===== src/hdl/jeig3_pkg.sv =====
// ----------------------------------------------------------------------------
// jeig3_pkg
// Shared types, codes and index helpers of the 3x3 Jacobi eigen solver.
// ----------------------------------------------------------------------------
package jeig3_pkg;

	localparam int DIM = 3;
	localparam int NENT = DIM * DIM;

	// configuration register indexes and reset values
	localparam logic CFG_EPSILON = 1'b0;
	localparam logic CFG_MAX_SWEEPS = 1'b1;
	localparam logic [15:0] EPS_RESET = 16'd7;
	localparam logic [3:0] SWEEPS_RESET = 4'd10;

	typedef logic signed [31:0] word_t;

	typedef enum logic [2:0] {
		RD_X1 = 3'd0,
		RD_X2 = 3'd1,
		RD_APP = 3'd2,
		RD_AQQ = 3'd3,
		RD_APQ = 3'd4
	} rd_dst_t;

	typedef enum logic [1:0] {
		DIV_TAU = 2'd0,
		DIV_T30 = 2'd1,
		DIV_C30 = 2'd2
	} div_sel_t;

	typedef enum logic [1:0] {
		MUL_TT = 2'd0,
		MUL_T2 = 2'd1,
		MUL_TC = 2'd2,
		MUL_ROT = 2'd3
	} mul_sel_t;

	typedef enum logic {
		SQ_R = 1'b0,
		SQ_U = 1'b1
	} sqrt_sel_t;

	// controller to datapath
	typedef struct packed {
		logic load;
		logic clr_max;
		logic rd_en;
		logic rd_vec;
		logic [3:0] rd_idx;
		rd_dst_t rd_dst;
		logic chk;
		logic div_start;
		logic div_take;
		div_sel_t div_sel;
		logic mul_en;
		mul_sel_t mul_sel;
		logic mac_coef_s;
		logic mac_x2;
		logic mac_hi;
		logic mac_acc2;
		logic mac_neg;
		logic sqrt_start;
		logic sqrt_take;
		sqrt_sel_t sqrt_sel;
		logic cs_take;
		logic acc_clr;
		logic wb;
		logic wb_vec;
		logic [3:0] wb_idx1;
		logic [3:0] wb_idx2;
		logic sort;
		logic out_load;
		logic out_conv;
		logic out_last;
		logic [1:0] out_k;
	} cmd_t;

	// datapath to controller
	typedef struct packed {
		logic div_done;
		logic sqrt_done;
		logic rot_need;
		logic conv;
		logic out_free;
		logic [3:0] max_sweeps;
	} sts_t;

	function automatic logic [1:0] pair_p(input logic [1:0] n);
		pair_p = (n == 2'd2) ? 2'd1 : 2'd0;
	endfunction

	function automatic logic [1:0] pair_q(input logic [1:0] n);
		pair_q = (n == 2'd0) ? 2'd1 : 2'd2;
	endfunction

	function automatic logic [3:0] mat_idx(input logic [1:0] r, input logic [1:0] c);
		mat_idx = {2'd0, r} * 4'd3 + {2'd0, c};
	endfunction

	// entry of an update step: 0..2 rows, 3..5 columns, 6..8 eigenvector columns
	function automatic logic [3:0] ent_idx(input logic [1:0] n, input logic [3:0] ent,
			input logic second);
		logic [1:0] a;
		logic [1:0] k;
		logic row;
		a = second ? pair_q(n) : pair_p(n);
		row = 1'b0;
		case (ent)
			4'd0: begin k = 2'd0; row = 1'b1; end
			4'd1: begin k = 2'd1; row = 1'b1; end
			4'd2: begin k = 2'd2; row = 1'b1; end
			4'd3, 4'd6: k = 2'd0;
			4'd4, 4'd7: k = 2'd1;
			4'd5, 4'd8: k = 2'd2;
			default: k = 2'd0;
		endcase
		ent_idx = row ? mat_idx(a, k) : mat_idx(k, a);
	endfunction

endpackage


===== src/hdl/jeig3_ctrl.sv =====
// ----------------------------------------------------------------------------
// jeig3_ctrl
// Sequencer: sweeps, pair tests, rotation steps, sort and result transfers.
// ----------------------------------------------------------------------------
module jeig3_ctrl (
	input  logic            clk,
	input  logic            arst_n,
	input  logic            in_valid,
	output logic            in_ready,
	input  jeig3_pkg::sts_t st,
	output jeig3_pkg::cmd_t cmd
);

	typedef enum logic [29:0] {
		S_IDLE      = 30'h0000_0001,
		S_SW_INIT   = 30'h0000_0002,
		S_RD_APQ    = 30'h0000_0004,
		S_CHK       = 30'h0000_0008,
		S_RD_APP    = 30'h0000_0010,
		S_RD_AQQ    = 30'h0000_0020,
		S_DIV_TAU   = 30'h0000_0040,
		S_WAIT_TAU  = 30'h0000_0080,
		S_MUL_TT    = 30'h0000_0100,
		S_SQ_R      = 30'h0000_0200,
		S_WAIT_R    = 30'h0000_0400,
		S_DIV_T     = 30'h0000_0800,
		S_WAIT_T    = 30'h0000_1000,
		S_MUL_T2    = 30'h0000_2000,
		S_SQ_U      = 30'h0000_4000,
		S_WAIT_U    = 30'h0000_8000,
		S_DIV_C     = 30'h0001_0000,
		S_WAIT_C    = 30'h0002_0000,
		S_MUL_TC    = 30'h0004_0000,
		S_CS        = 30'h0008_0000,
		S_ROT_RD1   = 30'h0010_0000,
		S_ROT_RD2   = 30'h0020_0000,
		S_ROT_MAC   = 30'h0040_0000,
		S_ROT_FLUSH = 30'h0080_0000,
		S_ROT_WB    = 30'h0100_0000,
		S_NEXT_PAIR = 30'h0200_0000,
		S_SW_END    = 30'h0400_0000,
		S_SORT      = 30'h0800_0000,
		S_EMIT      = 30'h1000_0000,
		S_GIVEUP    = 30'h2000_0000
	} state_t;

	state_t state_q, nxt;
	logic [1:0] n_q;
	logic [3:0] ent_q;
	logic [2:0] step_q;
	logic [3:0] sweep_q;
	logic [1:0] k_q;
	logic [1:0] p, q;

	assign p = jeig3_pkg::pair_p(n_q);
	assign q = jeig3_pkg::pair_q(n_q);
	assign in_ready = (state_q == S_IDLE);

	always_comb begin
		cmd = '0;
		nxt = state_q;
		case (state_q)
			S_IDLE: begin
				if (in_valid) begin
					cmd.load = 1'b1;
					nxt = (st.max_sweeps == 4'd0) ? S_GIVEUP : S_SW_INIT;
				end
			end
			S_SW_INIT: begin
				cmd.clr_max = 1'b1;
				nxt = S_RD_APQ;
			end
			S_RD_APQ: begin
				cmd.rd_en = 1'b1;
				cmd.rd_idx = jeig3_pkg::mat_idx(p, q);
				cmd.rd_dst = jeig3_pkg::RD_APQ;
				nxt = S_CHK;
			end
			S_CHK: begin
				cmd.chk = 1'b1;
				nxt = st.rot_need ? S_RD_APP : S_NEXT_PAIR;
			end
			S_RD_APP: begin
				cmd.rd_en = 1'b1;
				cmd.rd_idx = jeig3_pkg::mat_idx(p, p);
				cmd.rd_dst = jeig3_pkg::RD_APP;
				nxt = S_RD_AQQ;
			end
			S_RD_AQQ: begin
				cmd.rd_en = 1'b1;
				cmd.rd_idx = jeig3_pkg::mat_idx(q, q);
				cmd.rd_dst = jeig3_pkg::RD_AQQ;
				nxt = S_DIV_TAU;
			end
			S_DIV_TAU: begin
				cmd.div_start = 1'b1;
				cmd.div_sel = jeig3_pkg::DIV_TAU;
				nxt = S_WAIT_TAU;
			end
			S_WAIT_TAU: begin
				cmd.div_sel = jeig3_pkg::DIV_TAU;
				if (st.div_done) begin
					cmd.div_take = 1'b1;
					nxt = S_MUL_TT;
				end
			end
			S_MUL_TT: begin
				cmd.mul_en = 1'b1;
				cmd.mul_sel = jeig3_pkg::MUL_TT;
				nxt = S_SQ_R;
			end
			S_SQ_R: begin
				cmd.sqrt_start = 1'b1;
				cmd.sqrt_sel = jeig3_pkg::SQ_R;
				nxt = S_WAIT_R;
			end
			S_WAIT_R: begin
				cmd.sqrt_sel = jeig3_pkg::SQ_R;
				if (st.sqrt_done) begin
					cmd.sqrt_take = 1'b1;
					nxt = S_DIV_T;
				end
			end
			S_DIV_T: begin
				cmd.div_start = 1'b1;
				cmd.div_sel = jeig3_pkg::DIV_T30;
				nxt = S_WAIT_T;
			end
			S_WAIT_T: begin
				cmd.div_sel = jeig3_pkg::DIV_T30;
				if (st.div_done) begin
					cmd.div_take = 1'b1;
					nxt = S_MUL_T2;
				end
			end
			S_MUL_T2: begin
				cmd.mul_en = 1'b1;
				cmd.mul_sel = jeig3_pkg::MUL_T2;
				nxt = S_SQ_U;
			end
			S_SQ_U: begin
				cmd.sqrt_start = 1'b1;
				cmd.sqrt_sel = jeig3_pkg::SQ_U;
				nxt = S_WAIT_U;
			end
			S_WAIT_U: begin
				cmd.sqrt_sel = jeig3_pkg::SQ_U;
				if (st.sqrt_done) begin
					cmd.sqrt_take = 1'b1;
					nxt = S_DIV_C;
				end
			end
			S_DIV_C: begin
				cmd.div_start = 1'b1;
				cmd.div_sel = jeig3_pkg::DIV_C30;
				nxt = S_WAIT_C;
			end
			S_WAIT_C: begin
				cmd.div_sel = jeig3_pkg::DIV_C30;
				if (st.div_done) begin
					cmd.div_take = 1'b1;
					nxt = S_MUL_TC;
				end
			end
			S_MUL_TC: begin
				cmd.mul_en = 1'b1;
				cmd.mul_sel = jeig3_pkg::MUL_TC;
				nxt = S_CS;
			end
			S_CS: begin
				cmd.cs_take = 1'b1;
				nxt = S_ROT_RD1;
			end
			S_ROT_RD1: begin
				cmd.rd_en = 1'b1;
				cmd.rd_vec = (ent_q >= 4'd6);
				cmd.rd_idx = jeig3_pkg::ent_idx(n_q, ent_q, 1'b0);
				cmd.rd_dst = jeig3_pkg::RD_X1;
				cmd.acc_clr = 1'b1;
				nxt = S_ROT_RD2;
			end
			S_ROT_RD2: begin
				cmd.rd_en = 1'b1;
				cmd.rd_vec = (ent_q >= 4'd6);
				cmd.rd_idx = jeig3_pkg::ent_idx(n_q, ent_q, 1'b1);
				cmd.rd_dst = jeig3_pkg::RD_X2;
				nxt = S_ROT_MAC;
			end
			S_ROT_MAC: begin
				// c*x1 - s*x2 into acc1, then s*x1 + c*x2 into acc2, low half first
				cmd.mul_en = 1'b1;
				cmd.mul_sel = jeig3_pkg::MUL_ROT;
				cmd.mac_coef_s = step_q[2] ^ step_q[1];
				cmd.mac_x2 = step_q[1];
				cmd.mac_hi = step_q[0];
				cmd.mac_acc2 = step_q[2];
				cmd.mac_neg = !step_q[2] && step_q[1];
				if (step_q == 3'd7)
					nxt = S_ROT_FLUSH;
			end
			S_ROT_FLUSH: nxt = S_ROT_WB;
			S_ROT_WB: begin
				cmd.wb = 1'b1;
				cmd.wb_vec = (ent_q >= 4'd6);
				cmd.wb_idx1 = jeig3_pkg::ent_idx(n_q, ent_q, 1'b0);
				cmd.wb_idx2 = jeig3_pkg::ent_idx(n_q, ent_q, 1'b1);
				nxt = (ent_q == 4'd8) ? S_NEXT_PAIR : S_ROT_RD1;
			end
			S_NEXT_PAIR: nxt = (n_q == 2'd2) ? S_SW_END : S_RD_APQ;
			S_SW_END: begin
				if (st.conv)
					nxt = S_SORT;
				else if ({1'b0, sweep_q} + 5'd1 >= {1'b0, st.max_sweeps})
					nxt = S_GIVEUP;
				else
					nxt = S_SW_INIT;
			end
			S_SORT: begin
				cmd.sort = 1'b1;
				nxt = S_EMIT;
			end
			S_EMIT: begin
				cmd.out_k = k_q;
				if (st.out_free) begin
					cmd.out_load = 1'b1;
					cmd.out_conv = 1'b1;
					cmd.out_last = (k_q == 2'd2);
					if (k_q == 2'd2)
						nxt = S_IDLE;
				end
			end
			S_GIVEUP: begin
				if (st.out_free) begin
					cmd.out_load = 1'b1;
					cmd.out_last = 1'b1;
					nxt = S_IDLE;
				end
			end
			default: nxt = S_IDLE;
		endcase
	end

	always_ff @(posedge clk or negedge arst_n) begin
		if (!arst_n) begin
			state_q <= S_IDLE;
			n_q <= '0;
			ent_q <= '0;
			step_q <= '0;
			sweep_q <= '0;
			k_q <= '0;
		end else begin
			state_q <= nxt;
			case (state_q)
				S_IDLE: sweep_q <= '0;
				S_SW_INIT: n_q <= '0;
				S_CS: ent_q <= '0;
				S_ROT_RD2: step_q <= '0;
				S_ROT_MAC: step_q <= step_q + 3'd1;
				S_ROT_WB: ent_q <= ent_q + 4'd1;
				S_NEXT_PAIR: n_q <= n_q + 2'd1;
				S_SW_END: sweep_q <= sweep_q + 4'd1;
				S_SORT: k_q <= '0;
				S_EMIT: begin
					if (st.out_free)
						k_q <= k_q + 2'd1;
				end
				default: ;
			endcase
		end
	end

endmodule


===== config.mk =====
export PLATFORM = sky130hd
export DESIGN_NAME = jeig3_ctrl
export DESIGN_NICKNAME = d
export VERILOG_FILES = /design/src/hdl/jeig3_pkg.sv /design/src/hdl/jeig3_ctrl.sv
export SDC_FILE = /design/constraint.sdc
export NUM_CORES = 1
export LEC_CHECK = 0
export BUFFER_PORTS_ARGS = -buffer_cell sky130_fd_sc_hd__buf_2
export CAP_MARGIN = 15
export CELL_PAD_IN_SITES_DETAIL_PLACEMENT = 0
export CELL_PAD_IN_SITES_GLOBAL_PLACEMENT = 1
export CORE_MARGIN = 4
export CORE_UTILIZATION = 43
export DETAILED_ROUTE_END_ITERATION = 12
export PLACE_DENSITY = 0.86
export SLEW_MARGIN = 20
export SYNTH_ARGS = -nofsm -noshare
export SYNTH_HDL_FRONTEND = slang
export SYNTH_SLANG_ARGS = --single-unit

===== constraint.sdc =====
create_clock -name clk -period 7.3 [get_ports clk]
set_input_delay 0.365 -clock clk [delete_from_list [all_inputs] [get_ports clk]]
set_output_delay 0.365 -clock clk [all_outputs]
set_load 0.1 [all_outputs]

==> run_results.csv <==
group,metric,value,unit
power_and_ir_drop,switchingPower,0.340,mW
timing,tns,0,ps
setup_path,cp_slowest_cell,"nor4_2",
timing,period_needed,4200,ps
timing,worst-slew-pin-transition,865,ps
timing,finalMaxSlewViolations,0,
global_routing,grt_antenna_before_repair,0,
floorplan,fp.dieW,99,um
route,drt_wl_total,8980,um
timing,rsz0062_at_grt,"no",
place,port_buffers,57,
clocking,htree_levels,2,
power_and_ir_drop,seqPwrFrac,36.6,%
layout,area_growth,12.9,%
setup_path,critical_path_peak_fanout,9,
global_routing,globalRoute.totalOverflow,0,
setup_path,reg2reg_to,"state_q[0]",
layout,layout-drive-gt1-share,19.6,%
synthesis,syn_nets,452,
power_and_ir_drop,combinationalPowerShare,40.6,%
synthesis,yosys.cell_types.count,64,
synthesis,netlist_area,3560,sq um
setup_path,worst_r2r_path_depth,6,
setup_path,r2r-start,"state_q[4]",
route,drt-initial-drc-count,179,
global_routing,grt_pass1_vias,3125,
synthesis,yosys_warnings,0,
setup_path,path_cells,"nor4_2 > nand4_2 > or3b_1 > and4bb_1 > nand2_1 > o21ai_0 > ha_1 > xor2_1 > xnor2_1 > a22oi_1 > o221ai_1 > buf_2",
floorplan,core_region_area,7890,sq um
power_and_ir_drop,vdd_drop_max,222,uV
hold_path,hold_class,"in2async",
setup_path,path_buf_inv,1,
timing,setup_violations,0,
floorplan,die-area,9800,sq um
route,ant_nets,0,
setup_path,crit_family,"simple AND/OR/NAND/NOR gates",
synthesis,ys_dominant_reg_cell,"dfrtp_1",
layout,antenna_cells,0,
clocking,post_cts_buffers,0,
power_and_ir_drop,p_leak,2.14,nW
clocking,insertion_delay,310,ps
power_and_ir_drop,sw_frac_of_total,45.8,%
synthesis,synthDominantCellAreaShare,30.9,%
timing,clock.fmax,0.238,GHz
synthesis,synthTopCellsByArea,"dfrtp_1 31%, ha_1 9.1%, nand2_1 5.0%",
setup_path,worst_setup_path_start_kind,"flop",
setup_path,slowest_delay,530,ps
synthesis,synth.most_common_cell,"nand2_1",
clocking,cts_max_path_buffers,2,
route,via_per_inst,5.66,
clocking,cts_tree,"done",
clocking,cts_resized,0,
power_and_ir_drop,p_clk_share,22.8,%
synthesis,synthArstFlopShare,100,%
floorplan,ios,58,
floorplan,dieHeight,99,um
status,status,"finished clean",
synthesis,synth_cells,410,
synthesis,yosysTopAreaCell,"dfrtp_1",
timing,hold_viol_final,0,
clocking,hold_buffers,0,
setup_path,end_kind,"output pin",
timing,timing.final.crit_share,57.6,%
setup_path,r2r_slack,4230,ps
route,vias,3201,
global_routing,grt_max_degree,46,
place,place.gp.congestion,0.889,
synthesis,postSynthAreaPerCell,8.69,sq um
timing,skew,16.2,ps
global_routing,grt_pass1_wl,15000,um
setup_path,worstPathArrival,3840,ps
floorplan,initial_utilization,45.1,%
clocking,cts.clk_slew.worst_paths,100,ps
place,dp_hpwl,7060,um
synthesis,yosys-top-cells-count,"47 x nand2_1, 44 x dfrtp_1, 41 x nor2_1",
floorplan,num_rows,32,
global_routing,grt_usage,18.3,%
clocking,cts_num_sinks,45,
power_and_ir_drop,powerDensity,185,nW/um^2
clocking,cts-root-buf,"clkbuf_8",
synthesis,synth_edf_count,0,
power_and_ir_drop,p_int,0.402,mW
setup_path,worstSetupPathType,"reg2out",
timing,slew_headroom,42.2,%
clocking,cts_buffers,5,
route,detail_route.drc_violations,0,
route,dr.pass1.iters,5,
layout,final_nets,505,
synthesis,ys_seq_area_share,31.7,%
setup_path,cp.required,6930,ps
timing,hold_slack,39.8,ps
route,drt-wirelength-per-cell,15.9,um
synthesis,ys_seq_elements,45,
job,maxCapViolations,0,
==> cell type report <==
cell class                      instances  area, sq um
Fill cell                             784         3870
Multi-Input combinational cell        322         2260
Sequential cell                        45         1130
Timing Repair Buffer                   58          295
Tap cell                              102          128
Inverter                               31          116
Clock buffer                            5         68.8
Clock inverter                          3         26.3
==> flip-flops by register name, indices dropped and copies added (netlist names) <==
name	count
state_q	30
ent_q	4
sweep_q	4
step_q	3
k_q	2
n_q	2
==> cells in the final DEF, fill, tap and decap left out, drive strengths merged, types with 4 or more instances in the layout <==
cell type,synthesis,layout
nor2b,7,7
nand4b,13,13
nand2b,11,11
clkbuf,7,5
nor3,13,13
or4,5,5
o31ai,4,4
nand2,47,47
nand4,8,8
ha,26,26
or2,4,4
nor4,18,18
nand3,15,15
or3,7,7
and2,10,10
xnor2,8,8
a21oi,9,9
a211oi,4,4
xor2,6,6
buf,5,58
dfrtp,44,44
nand3b,5,5
fa,4,4
nor2,41,41
o21ai,20,20
inv,30,33
and3,7,7
==> worst reg2reg max path: cells and delay by family (launching register included) <==
kind | cells | cell delay, ps
DFF | 1 | 460
and+or+nand+nor | 5 | 2300
AOI/OAI and AO/OA | 1 | 220
==> power groups by stage <==
stage,clock network [mW],registers (mW),logic [mW]
floorplan,0,0.275,0.236
global placement,0,0.276,0.295
detailed placement,0,0.277,0.298
CTS,0.174,0.272,0.299
global route,0.185,0.273,0.321
finish,0.169,0.272,0.302
==> routing by layer <==
| metal | global-route usage [%] | share of wire [%] | vias to the layer above |
|---|---|---|---|
| met3 | 2.48 | 4.0 | 16 |
| met2 | 31.1 | 48 | 91 |
| met1 | 24.5 | 46 | 1524 |
| li1 | - | - | 1570 |
| met5 | 0 | 0 | - |
| met4 | 4.94 | 2.0 | 0 |
==> kinds of logic after synthesis <==
kind of cell / after synthesis / share of synthesized area [%]
xor gates and xnor gates: 14 / 3.44
buffers and inverters: 43 / 4.88
and+or+nand+nor: 219 / 37.2
AOI/OAI and AO/OA: 57 / 10.8
muxes: 2 / 0.562
DFF: 45 / 31.7
adders and majority gates: 30 / 11.4
==> stage by stage <==
stage	area (sq um)	total power [mW]	utilization, %	cells	setup WS (ps)
finish	4020	0.742	51.0	566	3100
global route	4020	0.779	51.0	566	2770
CTS	4020	0.744	51.0	566	3120
detailed placement	3920	0.574	49.7	558	3480
global placement	3920	0.571	49.7	558	3560
floorplan	3560	0.510	-	410	2230
==> how the worst max path moves through the flow <==
stage	startpoint	end	slack, ps	depth (start not counted)
2_1_floorplan	ent_q[0]	cmd[12]	2230	13
3_3_place_gp	ent_q[0]	cmd[39]	3560	11
3_5_place_dp	ent_q[0]	cmd[39]	3480	11
4_1_cts	ent_q[0]	cmd[39]	3120	11
5_1_grt	state_q[1]	cmd[38]	2770	12
6_report	state_q[1]	cmd[38]	3100	12
Note: power is estimated with default switching activity, not from simulation.
